**src/tayexp_pkg.sv**
```systemverilog
// Package for the e^-x Taylor series block: field widths, register indexes,
// reset values and the command and status types shared by the controller and
// the datapath. No dependencies.
`default_nettype none

package tayexp_pkg;

   // Default number of fraction bits of the fixed-point format.
   localparam int FRAC_BITS_DEF = 30;

   // Fixed widths of the external fields.
   localparam int X_W     = 32;
   localparam int EXP_W   = 32;
   localparam int TOL_W   = 31;
   localparam int TERMS_W = 7;
   localparam int CSR_IDX_W  = 1;
   localparam int CSR_DATA_W = 31;

   // Width of one multiplier operand and of one division step.
   localparam int MUL_W       = 32;
   localparam int DIV_STEP_W  = 4;
   localparam int DIV_REM_W   = TERMS_W + 1;

   // Configuration register indexes.
   localparam logic [CSR_IDX_W-1:0] CSR_TOLERANCE = 1'd0;
   localparam logic [CSR_IDX_W-1:0] CSR_MAX_TERMS = 1'd1;

   // Reset values of the configuration registers.
   localparam logic [TOL_W-1:0]   TOLERANCE_RST = 31'd1074;
   localparam logic [TERMS_W-1:0] MAX_TERMS_RST = 7'd100;

   // Commands from the controller to the datapath.
   typedef struct packed {
      logic load;
      logic mul_start;
      logic mul_issue;
      logic mul_acc;
      logic div_load;
      logic div_step;
      logic accum;
      logic finish;
   } tayexp_cmd_type;

   // Status from the datapath to the controller.
   typedef struct packed {
      logic range_err;
      logic go_on;
   } tayexp_stat_type;

endpackage

`default_nettype wire

```
**src/tayexp_dp.sv**
```systemverilog
// Datapath of the e^-x series: range check, term magnitude, running sum,
// a 32x32 chunked multiplier and a radix-16 restoring divider by the term index.
// Depends on tayexp_pkg.
`default_nettype none

module tayexp_dp
   import tayexp_pkg::*;
#(
   parameter int FRAC_BITS = FRAC_BITS_DEF
) (
   input  wire logic                clock,
   input  wire tayexp_cmd_type      cmd,
   output tayexp_stat_type          stat,
   input  wire logic [X_W-1:0]      x_value,
   input  wire logic [TOL_W-1:0]    tolerance,
   input  wire logic [TERMS_W-1:0]  max_terms,
   output logic [EXP_W-1:0]         exp_value,
   output logic                     range_err,
   output logic [TERMS_W-1:0]       terms_used
);

   localparam int MAG_W   = FRAC_BITS + 1;
   localparam int CH      = (MAG_W + MUL_W - 1) / MUL_W;
   localparam int MSH_W   = CH * MUL_W;
   localparam int ACC_W   = MSH_W + MUL_W;
   localparam int DIV_CYC = (MAG_W + DIV_STEP_W - 1) / DIV_STEP_W;
   localparam int DIV_W   = DIV_CYC * DIV_STEP_W;
   localparam int SUM_W   = MAG_W + 3;

   localparam logic [MAG_W-1:0] ONE_MAG = MAG_W'(1) << FRAC_BITS;

   // Operand registers.
   logic [X_W-1:0]           ax_ff, ax_in;
   logic                     xpos_ff, xpos_in;
   logic                     oor_ff, oor_in;
   logic [MAG_W-1:0]         tmag_ff, tmag_in;
   logic                     tneg_ff, tneg_in;
   logic signed [SUM_W-1:0]  sum_ff, sum_in;
   logic [TERMS_W-1:0]       n_ff, n_in;

   // Multiplier and divider registers.
   logic [MSH_W-1:0]         msh_ff, msh_in;
   logic [2*MUL_W-1:0]       pp_ff, pp_in;
   logic [ACC_W-1:0]         acc_ff, acc_in;
   logic [DIV_W-1:0]         dq_ff, dq_in;
   logic [DIV_REM_W-1:0]     rem_ff, rem_in;

   // Result registers.
   logic [EXP_W-1:0]         exp_ff, exp_in;
   logic                     oor_out_ff, oor_out_in;
   logic [TERMS_W-1:0]       terms_ff, terms_in;

   // Combinational helpers.
   logic signed [63:0]       x64;
   logic signed [63:0]       one64;
   logic                     oor_c;
   logic [X_W-1:0]           ax_c;
   logic [ACC_W-1:0]         acc_shift;
   logic [DIV_REM_W-1:0]     r_c;
   logic [DIV_W-1:0]         q_c;
   logic [DIV_REM_W-1:0]     div_c;
   logic [MAG_W-1:0]         tmag_new;
   logic                     tneg_new;
   logic signed [SUM_W-1:0]  term_s;
   logic signed [63:0]       sum64;

   always_comb begin
      x64   = 64'(signed'(x_value));
      one64 = 64'sd1 <<< FRAC_BITS;
      oor_c = (x64 <= -one64) || (x64 >= one64);
      ax_c  = x_value[X_W-1] ? (~x_value + X_W'(1)) : x_value;
   end

   // Four quotient bits per cycle; the remainder stays below the index.
   always_comb begin
      r_c   = rem_ff;
      q_c   = dq_ff;
      div_c = {1'b0, n_ff};
      for (int i = 0; i < DIV_STEP_W; i++) begin
         r_c = {r_c[DIV_REM_W-2:0], q_c[DIV_W-1]};
         q_c = q_c << 1;
         if (r_c >= div_c) begin
            r_c    = r_c - div_c;
            q_c[0] = 1'b1;
         end
      end
   end

   always_comb begin
      acc_shift = acc_ff >> FRAC_BITS;
      tmag_new  = MAG_W'(dq_ff);
      tneg_new  = tneg_ff ^ xpos_ff;
      term_s    = signed'({3'b000, tmag_new});
      sum64     = 64'(sum_ff);
   end

   always_comb begin
      ax_in      = ax_ff;
      xpos_in    = xpos_ff;
      oor_in     = oor_ff;
      tmag_in    = tmag_ff;
      tneg_in    = tneg_ff;
      sum_in     = sum_ff;
      n_in       = n_ff;
      msh_in     = msh_ff;
      pp_in      = pp_ff;
      acc_in     = acc_ff;
      dq_in      = dq_ff;
      rem_in     = rem_ff;
      exp_in     = exp_ff;
      oor_out_in = oor_out_ff;
      terms_in   = terms_ff;

      if (cmd.load) begin
         ax_in   = ax_c;
         xpos_in = !x_value[X_W-1] && (x_value != '0);
         oor_in  = oor_c;
         tmag_in = ONE_MAG;
         tneg_in = 1'b0;
         sum_in  = signed'(SUM_W'(ONE_MAG));
         n_in    = TERMS_W'(1);
      end
      if (cmd.mul_start) begin
         msh_in = MSH_W'(tmag_ff);
         acc_in = '0;
      end
      if (cmd.mul_issue) begin
         pp_in  = (2*MUL_W)'(msh_ff[MSH_W-1 -: MUL_W]) * (2*MUL_W)'(ax_ff);
         msh_in = msh_ff << MUL_W;
      end
      if (cmd.mul_acc) begin
         acc_in = (acc_ff << MUL_W) + ACC_W'(pp_ff);
      end
      if (cmd.div_load) begin
         dq_in  = DIV_W'(MAG_W'(acc_shift));
         rem_in = '0;
      end
      if (cmd.div_step) begin
         dq_in  = q_c;
         rem_in = r_c;
      end
      if (cmd.accum) begin
         tmag_in = tmag_new;
         tneg_in = tneg_new;
         sum_in  = tneg_new ? (sum_ff - term_s) : (sum_ff + term_s);
         n_in    = n_ff + TERMS_W'(1);
      end
      if (cmd.finish) begin
         oor_out_in = oor_ff;
         terms_in   = n_ff;
         if (oor_ff || (sum64 < 64'sd0)) begin
            exp_in = '0;
         end else if (sum64 > 64'sh0_FFFF_FFFF) begin
            exp_in = '1;
         end else begin
            exp_in = sum64[EXP_W-1:0];
         end
      end
   end

   always_ff @(posedge clock) begin
      ax_ff      <= ax_in;
      xpos_ff    <= xpos_in;
      oor_ff     <= oor_in;
      tmag_ff    <= tmag_in;
      tneg_ff    <= tneg_in;
      sum_ff     <= sum_in;
      n_ff       <= n_in;
      msh_ff     <= msh_in;
      pp_ff      <= pp_in;
      acc_ff     <= acc_in;
      dq_ff      <= dq_in;
      rem_ff     <= rem_in;
      exp_ff     <= exp_in;
      oor_out_ff <= oor_out_in;
      terms_ff   <= terms_in;
   end

   always_comb begin
      stat.range_err = oor_ff;
      stat.go_on     = (64'(tmag_ff) > 64'(tolerance)) && (n_ff < max_terms);
   end

   assign exp_value  = exp_ff;
   assign range_err  = oor_out_ff;
   assign terms_used = terms_ff;

endmodule

`default_nettype wire

```
**src/tayexp_ctrl.sv**
```systemverilog
// Controller of the e^-x series: sequences range check, multiply, divide and
// accumulate for each term, and strobes the result.
// Depends on tayexp_pkg.
`default_nettype none

module tayexp_ctrl
   import tayexp_pkg::*;
#(
   parameter int FRAC_BITS = FRAC_BITS_DEF
) (
   input  wire logic             clock,
   input  wire logic             reset,
   input  wire logic             start,
   output logic                  busy,
   output logic                  rsp_valid,
   output tayexp_cmd_type        cmd,
   input  wire tayexp_stat_type  stat
);

   localparam int MAG_W   = FRAC_BITS + 1;
   localparam int CH      = (MAG_W + MUL_W - 1) / MUL_W;
   localparam int DIV_CYC = (MAG_W + DIV_STEP_W - 1) / DIV_STEP_W;
   localparam int CNT_MAX = (CH > DIV_CYC - 1) ? CH : DIV_CYC - 1;
   localparam int CNT_W   = $clog2(CNT_MAX + 1);

   localparam logic [2:0] S_IDLE   = 3'd0;
   localparam logic [2:0] S_CHECK  = 3'd1;
   localparam logic [2:0] S_MUL    = 3'd2;
   localparam logic [2:0] S_DIVL   = 3'd3;
   localparam logic [2:0] S_DIV    = 3'd4;
   localparam logic [2:0] S_ACCUM  = 3'd5;
   localparam logic [2:0] S_FINISH = 3'd6;

   logic [2:0]       state_ff, state_in;
   logic [CNT_W-1:0] cnt_ff, cnt_in;
   logic             rsp_valid_ff, rsp_valid_in;

   always_comb begin
      state_in     = state_ff;
      cnt_in       = cnt_ff;
      rsp_valid_in = 1'b0;
      cmd          = '0;
      unique case (state_ff)
         S_IDLE: begin
            if (start) begin
               cmd.load = 1'b1;
               state_in = S_CHECK;
            end
         end
         S_CHECK: begin
            if (stat.range_err || !stat.go_on) begin
               state_in = S_FINISH;
            end else begin
               cmd.mul_start = 1'b1;
               cnt_in        = '0;
               state_in      = S_MUL;
            end
         end
         S_MUL: begin
            // Chunks are issued high first; each partial product is registered and accumulated in the next cycle.
            cmd.mul_issue = (cnt_ff < CNT_W'(CH));
            cmd.mul_acc   = (cnt_ff != '0);
            if (cnt_ff == CNT_W'(CH)) begin
               cnt_in   = '0;
               state_in = S_DIVL;
            end else begin
               cnt_in = cnt_ff + CNT_W'(1);
            end
         end
         S_DIVL: begin
            cmd.div_load = 1'b1;
            cnt_in       = '0;
            state_in     = S_DIV;
         end
         S_DIV: begin
            cmd.div_step = 1'b1;
            if (cnt_ff == CNT_W'(DIV_CYC - 1)) begin
               state_in = S_ACCUM;
            end else begin
               cnt_in = cnt_ff + CNT_W'(1);
            end
         end
         S_ACCUM: begin
            cmd.accum = 1'b1;
            state_in  = S_CHECK;
         end
         S_FINISH: begin
            cmd.finish   = 1'b1;
            rsp_valid_in = 1'b1;
            state_in     = S_IDLE;
         end
         default: begin
            state_in = S_IDLE;
         end
      endcase
   end

   always_ff @(posedge clock) begin
      if (reset) begin
         state_ff     <= S_IDLE;
         cnt_ff       <= '0;
         rsp_valid_ff <= 1'b0;
      end else begin
         state_ff     <= state_in;
         cnt_ff       <= cnt_in;
         rsp_valid_ff <= rsp_valid_in;
      end
   end

   assign busy      = (state_ff != S_IDLE);
   assign rsp_valid = rsp_valid_ff;

endmodule

`default_nettype wire

```
**src/taylor_exp_neg.sv**
```systemverilog
// e^-x by its Taylor series in fixed point. Each added term passes through the range
// check, the chunked multiplier, the divider load, the divider steps and the accumulate.
// A result is strobed after the check that ends the series; an out-of-range argument
// goes straight from its first check to the result.
// One transaction at a time: start is taken when busy is low, the next one in the
// cycle the result strobe shows. Synchronous reset idles the controller and
// restores the configuration registers.
`default_nettype none

module taylor_exp_neg
   import tayexp_pkg::*;
#(
   parameter int FRAC_BITS = FRAC_BITS_DEF
) (
   input  wire logic                   clock,
   input  wire logic                   reset,
   input  wire logic                   start,
   output logic                        busy,
   input  wire logic [X_W-1:0]         req_x_value,
   output logic                        rsp_valid,
   output logic [EXP_W-1:0]            rsp_exp_value,
   output logic                        rsp_range_err,
   output logic [TERMS_W-1:0]          rsp_terms_used,
   input  wire logic                   csr_we,
   input  wire logic [CSR_IDX_W-1:0]   csr_index,
   input  wire logic [CSR_DATA_W-1:0]  csr_wdata
);

   logic [TOL_W-1:0]   tolerance_ff, tolerance_in;
   logic [TERMS_W-1:0] max_terms_ff, max_terms_in;
   tayexp_cmd_type     cmd;
   tayexp_stat_type    stat;

   always_comb begin
      tolerance_in = tolerance_ff;
      max_terms_in = max_terms_ff;
      if (csr_we) begin
         unique case (csr_index)
            CSR_TOLERANCE: tolerance_in = csr_wdata[TOL_W-1:0];
            CSR_MAX_TERMS: max_terms_in = csr_wdata[TERMS_W-1:0];
            default: begin
               tolerance_in = tolerance_ff;
            end
         endcase
      end
   end

   always_ff @(posedge clock) begin
      if (reset) begin
         tolerance_ff <= TOLERANCE_RST;
         max_terms_ff <= MAX_TERMS_RST;
      end else begin
         tolerance_ff <= tolerance_in;
         max_terms_ff <= max_terms_in;
      end
   end

   tayexp_ctrl #(
      .FRAC_BITS (FRAC_BITS)
   ) u_ctrl (
      .clock     (clock),
      .reset     (reset),
      .start     (start),
      .busy      (busy),
      .rsp_valid (rsp_valid),
      .cmd       (cmd),
      .stat      (stat)
   );

   tayexp_dp #(
      .FRAC_BITS (FRAC_BITS)
   ) u_dp (
      .clock      (clock),
      .cmd        (cmd),
      .stat       (stat),
      .x_value    (req_x_value),
      .tolerance  (tolerance_ff),
      .max_terms  (max_terms_ff),
      .exp_value  (rsp_exp_value),
      .range_err  (rsp_range_err),
      .terms_used (rsp_terms_used)
   );

endmodule

`default_nettype wire

```
**config.mk**
```make
export PLATFORM = sky130hd
export DESIGN_NAME = taylor_exp_neg
export DESIGN_NICKNAME = d
export VERILOG_FILES = /design/src/tayexp_pkg.sv /design/src/tayexp_dp.sv /design/src/tayexp_ctrl.sv /design/src/taylor_exp_neg.sv
export SDC_FILE = /design/constraint.sdc
export NUM_CORES = 2
export LEC_CHECK = 0
export BUFFER_PORTS_ARGS = -buffer_cell sky130_fd_sc_hd__buf_4
export CAP_MARGIN = 20
export CORE_AREA = 2 2 283 285
export DETAILED_ROUTE_END_ITERATION = 6
export DIE_AREA = 0 0 285 287
export PLACE_DENSITY = 0.83
export SYNTH_ARGS = -nofsm -noshare
export SYNTH_HDL_FRONTEND = slang
export SYNTH_SLANG_ARGS = --single-unit
```
**constraint.sdc**
```tcl
create_clock -name clock -period 9 [get_ports clock]
set_clock_uncertainty 0.2 [all_clocks]
set_input_delay 1.35 -clock clock [delete_from_list [all_inputs] [get_ports clock]]
set_output_delay 1.35 -clock clock [all_outputs]
set_load 0.05 [all_outputs]
```
---- Word level (Yosys, flattened, before mapping) ----
Cells that the tools add are included.
operators by class
  multiplexer cells ....................... 43
  bitwise logic cells ..................... 3
  reduce and logical (&&, ||, !) cells .... 19
  magnitude comparators ................... 11
  multiply operators ...................... 1
  $add $sub $neg .......................... 10
  eq/ne operators ......................... 13
operator list
  operator                 number
  $mux W61                 2
  $mux W34                 3
  $mux W32                 3
  $mux W31                 3
  $add A61 B61 Y61         1
  $mul A31 B32 Y61         1
  $mux W7                  8
  $add A34 B32 Y34         1
  $gt A34 B33 Y1 const B   1
  $lt A34 B1 Y1 const B    1
  $sub A34 B32 Y34         1
  $add A32 B1 Y32 const B  1
  $ge A32 B32 Y1 const B   1
  $ge A8 B7 Y1             4
  $le A32 B31 Y1 const B   1
  $not A32 Y32             1
  $reduce_bool A32 Y1      1
  $gt A31 B31 Y1           1
  $sub A7 B7 Y7            4
  $mux W3                  7
  $pmux W3 S6              1
  $mux W1                  14
  $eq A3 B3 Y1 const B     4
  $pmux W3 S4              1
  20 further kinds         34
word-level totals
  input port bits ......................... 68
  flip-flop bits (word level) ............. 384
  output and inout bits ................... 42

---- Depth between registers and ports, before layout ----
  depth after elaboration ................. 9
  depth in mapped cells ................... 36
  depth with buffers taken out ............ 36

---- Modules after synthesis ----
Synthesis repeated with hierarchy kept, for this count alone.
unflattened totals
  cell total of the unflattened synthesis .. 5364
  area, all modules ....................... 52138.8 µm²
by module, submodules not included
  module          times used  area an instance (µm²)  sequential area each (µm²)  cells each
  tayexp_dp       1           49955.4                 9809.4                      5136
  taylor_exp_neg  1           1664.1                  760.7                       165
  tayexp_ctrl     1           519.2                   140.1                       63

---- Least setup slack after synthesis ----
OpenSTA, ideal clock, no wires.
  kind .................................... reg-to-reg
  start ................................... register u_dp.n_ff[1]
  end ..................................... register u_dp.rem_ff[1], data pin
  arrival ................................. 7.684 ns
  library setup time ...................... 0.169 ns
  path buffers ............................ 0
  cell stages (with the launch flop) ...... 35
  path slack .............................. 0.947 ns
  period minus slack after synthesis ...... 8.053 ns
  path through ............................ edfxtp_1 -> inv_1 -> fa_1 -> a21o_1 -> a21oi_2 -> o21ai_1 -> a31oi_2 -> mux2_2 -> ha_1 -> nor2b_1 -> o21ai_1 -> a21boi_1 -> o21a_1 -> o31a_1 -> or2_1 -> o21ai_0 -> fa_1 -> inv_1 -> a21oi_1 -> o21bai_1 -> a21o_1 -> a21o_1 -> o22a_1 -> a211oi_4 -> mux2i_1 -> ha_1 -> nor2b_1 -> o21ai_0 -> nand2b_1 -> a21o_1 -> a21oi_1 -> o21ai_0 -> a21o_1 -> or4_1 -> o31ai_1
between the ends
  cells in the longest elaborated chain, start to end .. 9
  elaborated cells on any way between the ends .. 13
  those cells by class .................... 4 x add/sub; 4 x order compare; 5 x mux
ends and longest elaborated chain
  what                                                  RTL line                          RTL
  start, declared                                       tayexp_dp.sv:39                   logic [TERMS_W-1:0] n_ff, n_in;
  start signal, assigned                                tayexp_dp.sv:168                  n_ff <= n_in;
  $sub A7 B7 Y7 / $ge A8 B7 Y1 (equally long branches)  tayexp_dp.sv:83, tayexp_dp.sv:82
  $mux W7                                               tayexp_dp.sv:82                   if (r_c >= div_c) begin
  $sub A7 B7 Y7 / $ge A8 B7 Y1 (equally long branches)  tayexp_dp.sv:83, tayexp_dp.sv:82
  $mux W7                                               tayexp_dp.sv:82
  $ge A8 B7 Y1 / $sub A7 B7 Y7 (equally long branches)  tayexp_dp.sv:82, tayexp_dp.sv:83
  $mux W7                                               tayexp_dp.sv:82
  $sub A7 B7 Y7 / $ge A8 B7 Y1 (equally long branches)  tayexp_dp.sv:83, tayexp_dp.sv:82
  $mux W7 *                                             tayexp_dp.sv:82
  $mux W7 *                                             tayexp_dp.sv:138                  if (cmd.div_step) begin
  end signal, assigned                                  tayexp_dp.sv:173                  rem_ff <= rem_in;
  end, declared                                         tayexp_dp.sv:46                   logic [DIV_REM_W-1:0] rem_ff, rem_in;
Every way passes the cells marked *; elsewhere a longest branch is shown, timed or not.
A chain may end at the register's enable or synchronous reset.

---- Worst setup path in the final report ----
  start ................................... register u_dp.msh_ff[20]
  end ..................................... register u_dp.pp_ff[57], data pin
between the ends
  cells in the longest elaborated chain, start to end .. 1
ends and longest elaborated chain
  what                    RTL line          RTL
  start, declared         tayexp_dp.sv:42   logic [MSH_W-1:0] msh_ff, msh_in;
  start signal, assigned  tayexp_dp.sv:169  msh_ff <= msh_in;
  $mul A31 B32 Y61        tayexp_dp.sv:128  pp_in = (2*MUL_W)'(msh_ff[MSH_W-1 -: MUL_W]) * (2*MUL_W)'(ax_ff);
  end signal, assigned    tayexp_dp.sv:170  pp_ff <= pp_in;
  end, declared           tayexp_dp.sv:43   logic [2*MUL_W-1:0] pp_ff, pp_in;
No other way between the ends.

==> qor.csv <==
metric,value,unit
status,finished with violations,
violations,design-rule violations,
clockBufferDepth,3,
met2_length,63.9,mm
cts_resized,0,
place_hpwl,110,mm
drive_above_1_share,0.0680,
synth_warnings,0,
cts_tree,yes,
dr.pass1.iters,7,
rsz0062_at_grt,false,
async_reset_ff_frac,0,
via_count,38500,
synthDistinctLibCells,83,
synth_edf_count,306,
ys_seq_elements,382,
synth_top_area_share,0.339,
synth.area.top_cells,"fa_1 34%, edfxtp_1 18%, ha_1 9.1%",
synth_ff_type,edfxtp_1,
overflow,0,
synthTopCellsByCount,"929 x inv_1, 871 x fa_1, 857 x nand2_1",
drt_iter0_markers,3290,
fmax,0.114,GHz
max_stage_delay,0.91,ns
grt_pass1_wl,218,mm
relSlewSlack,0.279,
grtUsageTotal,0.341,
critPathLaunchType,register,
synthCells,5381,
path_cells,buf_4 > and2_1 > fa_1 > inv_1 > fa_1 > inv_1 > fa_1 > fa_1 > fa_1 > fa_1 > fa_1 > inv_1 > fa_1 > inv_1 > ha_1 > nand4_1 > or4_1 > a21oi_1 > nor3_1 > buf_4 > nor3_1 > nor2_1 > buf_4 > o311ai_1,
drt-total-wl,136,mm
place_congestion,0.961,
hp-start,tolerance_ff[16],
crit_buf_inv,7,
drv_slew,0,
insertion_delay,0.62,ns
crit_start,u_dp.msh_ff[20],
multiInputGateArea,36400,sq um
postSynthAreaPerCell,9.57,sq um
hold_viol,0,
grt_max_degree,73,
synth.cell_area,51500,sq um
die_area,81800,sq um
cp_top_family,adder cells,
hold_buffers,0,
finalCriticalPeriod,8.76,ns
seqCellArea,10700,sq um
grt_pass1_vias,40900,
start_util,0.655,
antenna_found_initial,6,
core,78600,sq um
htree_levels,2,
dieWidth,285,microns
crit_slowest_cell,dfxtp_1,
n_fill_cell,5582,
boundaryPins,110,
drtAntennaViolNets,0,
yosysMostFrequentCell,inv_1,
drc_errors,5,
hp-class,register to register,
crit_type,register to register,
clock-sinks,382,
clkTransAtPathRegs,0.06,ns
cp_common_cell,fa_1,
routed-wl-met3,13.9,mm
period_share,0.974,
critPathRequiredTime,9.19,ns
maxCapViolations,0,
drt-met1-wl,50.1,mm
cp_data_arrival_time,8.95,ns
die_h,287,microns
worstSetupEndpointType,register,
clockRootBuffer,clkbuf_16,
worstReg2RegStart,u_dp.msh_ff[20],
ys_seq_area_frac,0.208,
yosysTopAreaCell,fa_1,
setup_tns,0,ns
area_growth,7.38,%
rows,103,
wl_per_cell,20.9,microns
nets,6713,
worstPathMaxFanout,22,
cts_buffers,46,
highest_layer,met5,
viasPerCell,5.94,
syn_nets,6694,
tightest_slew,1.08,ns
post-cts-setup-buffers,0,
io_buffers,109,
setup_violations,0,
## worst reg2reg max path, cell delays in order, from the launching register on
cell      delay (ns)
dfxtp_1         0.91
buf_4           0.43
and2_1          0.20
fa_1            0.47
inv_1           0.10
fa_1            0.42
inv_1           0.09
fa_1            0.44
fa_1            0.57
fa_1            0.45
fa_1            0.42
fa_1            0.51
inv_1           0.06
fa_1            0.49
inv_1           0.04
ha_1            0.43
nand4_1         0.23
or4_1           0.57
a21oi_1         0.35
nor3_1          0.11
buf_4           0.18
nor3_1          0.28
nor2_1          0.15
buf_4           0.17
o311ai_1        0.28
## logic make-up (layout without fill, tap and decap cells)
| logic type | after synthesis | in the layout | share of synthesized area |
|---|---|---|---|
| other cells | 0 | 5 | 0 |
| simple gates | 1761 | 1761 | 0.163 |
| fa+ha+maj | 1245 | 1245 | 0.429 |
| flops | 382 | 382 | 0.208 |
| compound gates | 559 | 559 | 0.0703 |
| xor+xnor | 184 | 184 | 0.0313 |
| mux | 51 | 51 | 0.0102 |
| buf+inv | 1199 | 1256 | 0.0875 |
## path summary, 6_finish.rpt
| kind | endpoint | slack (ns) | cells past startpoint |
|---|---|---|---|
| hold reg to reg | tolerance_ff[16] | 0.26 | 2 |
| setup reg to reg | u_dp.pp_ff[57] | 0.24 | 24 |
| setup / recovery | u_dp.pp_ff[57] | 0.24 | 24 |
| hold / removal | tolerance_ff[16] | 0.26 | 2 |
## stage by stage
stage | hold WS (ns) | instance area, sq um | worst slack (ns) | utilization | instances
2_1_floorplan | 0.235 | 51500 | 0.947 | - | 5381
3_3_place_gp | 0.242 | 53700 | 0.495 | 0.683 | 6398
3_5_place_dp | 0.250 | 53700 | 0.376 | 0.683 | 6399
4_1_cts | 0.260 | 55200 | 0.331 | 0.702 | 6485
5_1_grt | 0.284 | 55300 | 0.0138 | 0.703 | 6491
6_report | 0.260 | 55300 | 0.237 | 0.703 | 6493
## placed cells by master (no fill, tap or decap), types with 23 or more instances in the layout
cell and instances:
a21oi_1 166, o21ai_0 97, inv_1 929, ha_1 374, mux2i_1 40, o21a_1 63
nand2_1 856, xor2_1 64, xnor2_1 119, nand4_1 28, and2_1 449, nand3_1 37
buf_4 235, a21o_1 75, nor2b_1 31, clkbuf_16 46, and3_1 39, fa_1 871
o31ai_1 23, nor3_1 41, nand2b_1 32, dfxtp_1 71, nor2_1 180, edfxtp_1 306
## metal layers
metal | vias up | track usage
li1 | 16800 | -
met1 | 19200 | 0.434
met2 | 2039 | 0.555
met3 | 504 | 0.0777
met4 | 4 | 0.166
met5 | - | 0
## state kept, by name (all words and copies together), names as in the netlist, 7 cells and up
| signal | flops |
|---|---|
| tolerance_ff | 31 |
| u_dp.dq_ff | 32 |
| u_dp.tmag_ff | 31 |
| u_dp.sum_ff | 34 |
| u_dp.terms_used | 7 |
| u_dp.exp_value | 32 |
| u_dp.n_ff | 7 |
| u_dp.ax_ff | 32 |
| u_dp.pp_ff | 60 |
| u_dp.msh_ff | 31 |
| max_terms_ff | 7 |
| u_dp.acc_ff | 60 |
| u_dp.rem_ff | 7 |
## layout make-up
cell class,count,area share
timing repair buffer,240,0.0337
inverter,930,0.0631
clock inverter,29,0.00604
clock buffer,57,0.0219
tap,1050,0.0238
sequential,382,0.194
multi-input combinational,3800,0.657
antenna,5,0.000226
Power is not shown: default switching activity piles up to over one toggle a cycle in this logic, so the estimate is an artifact.
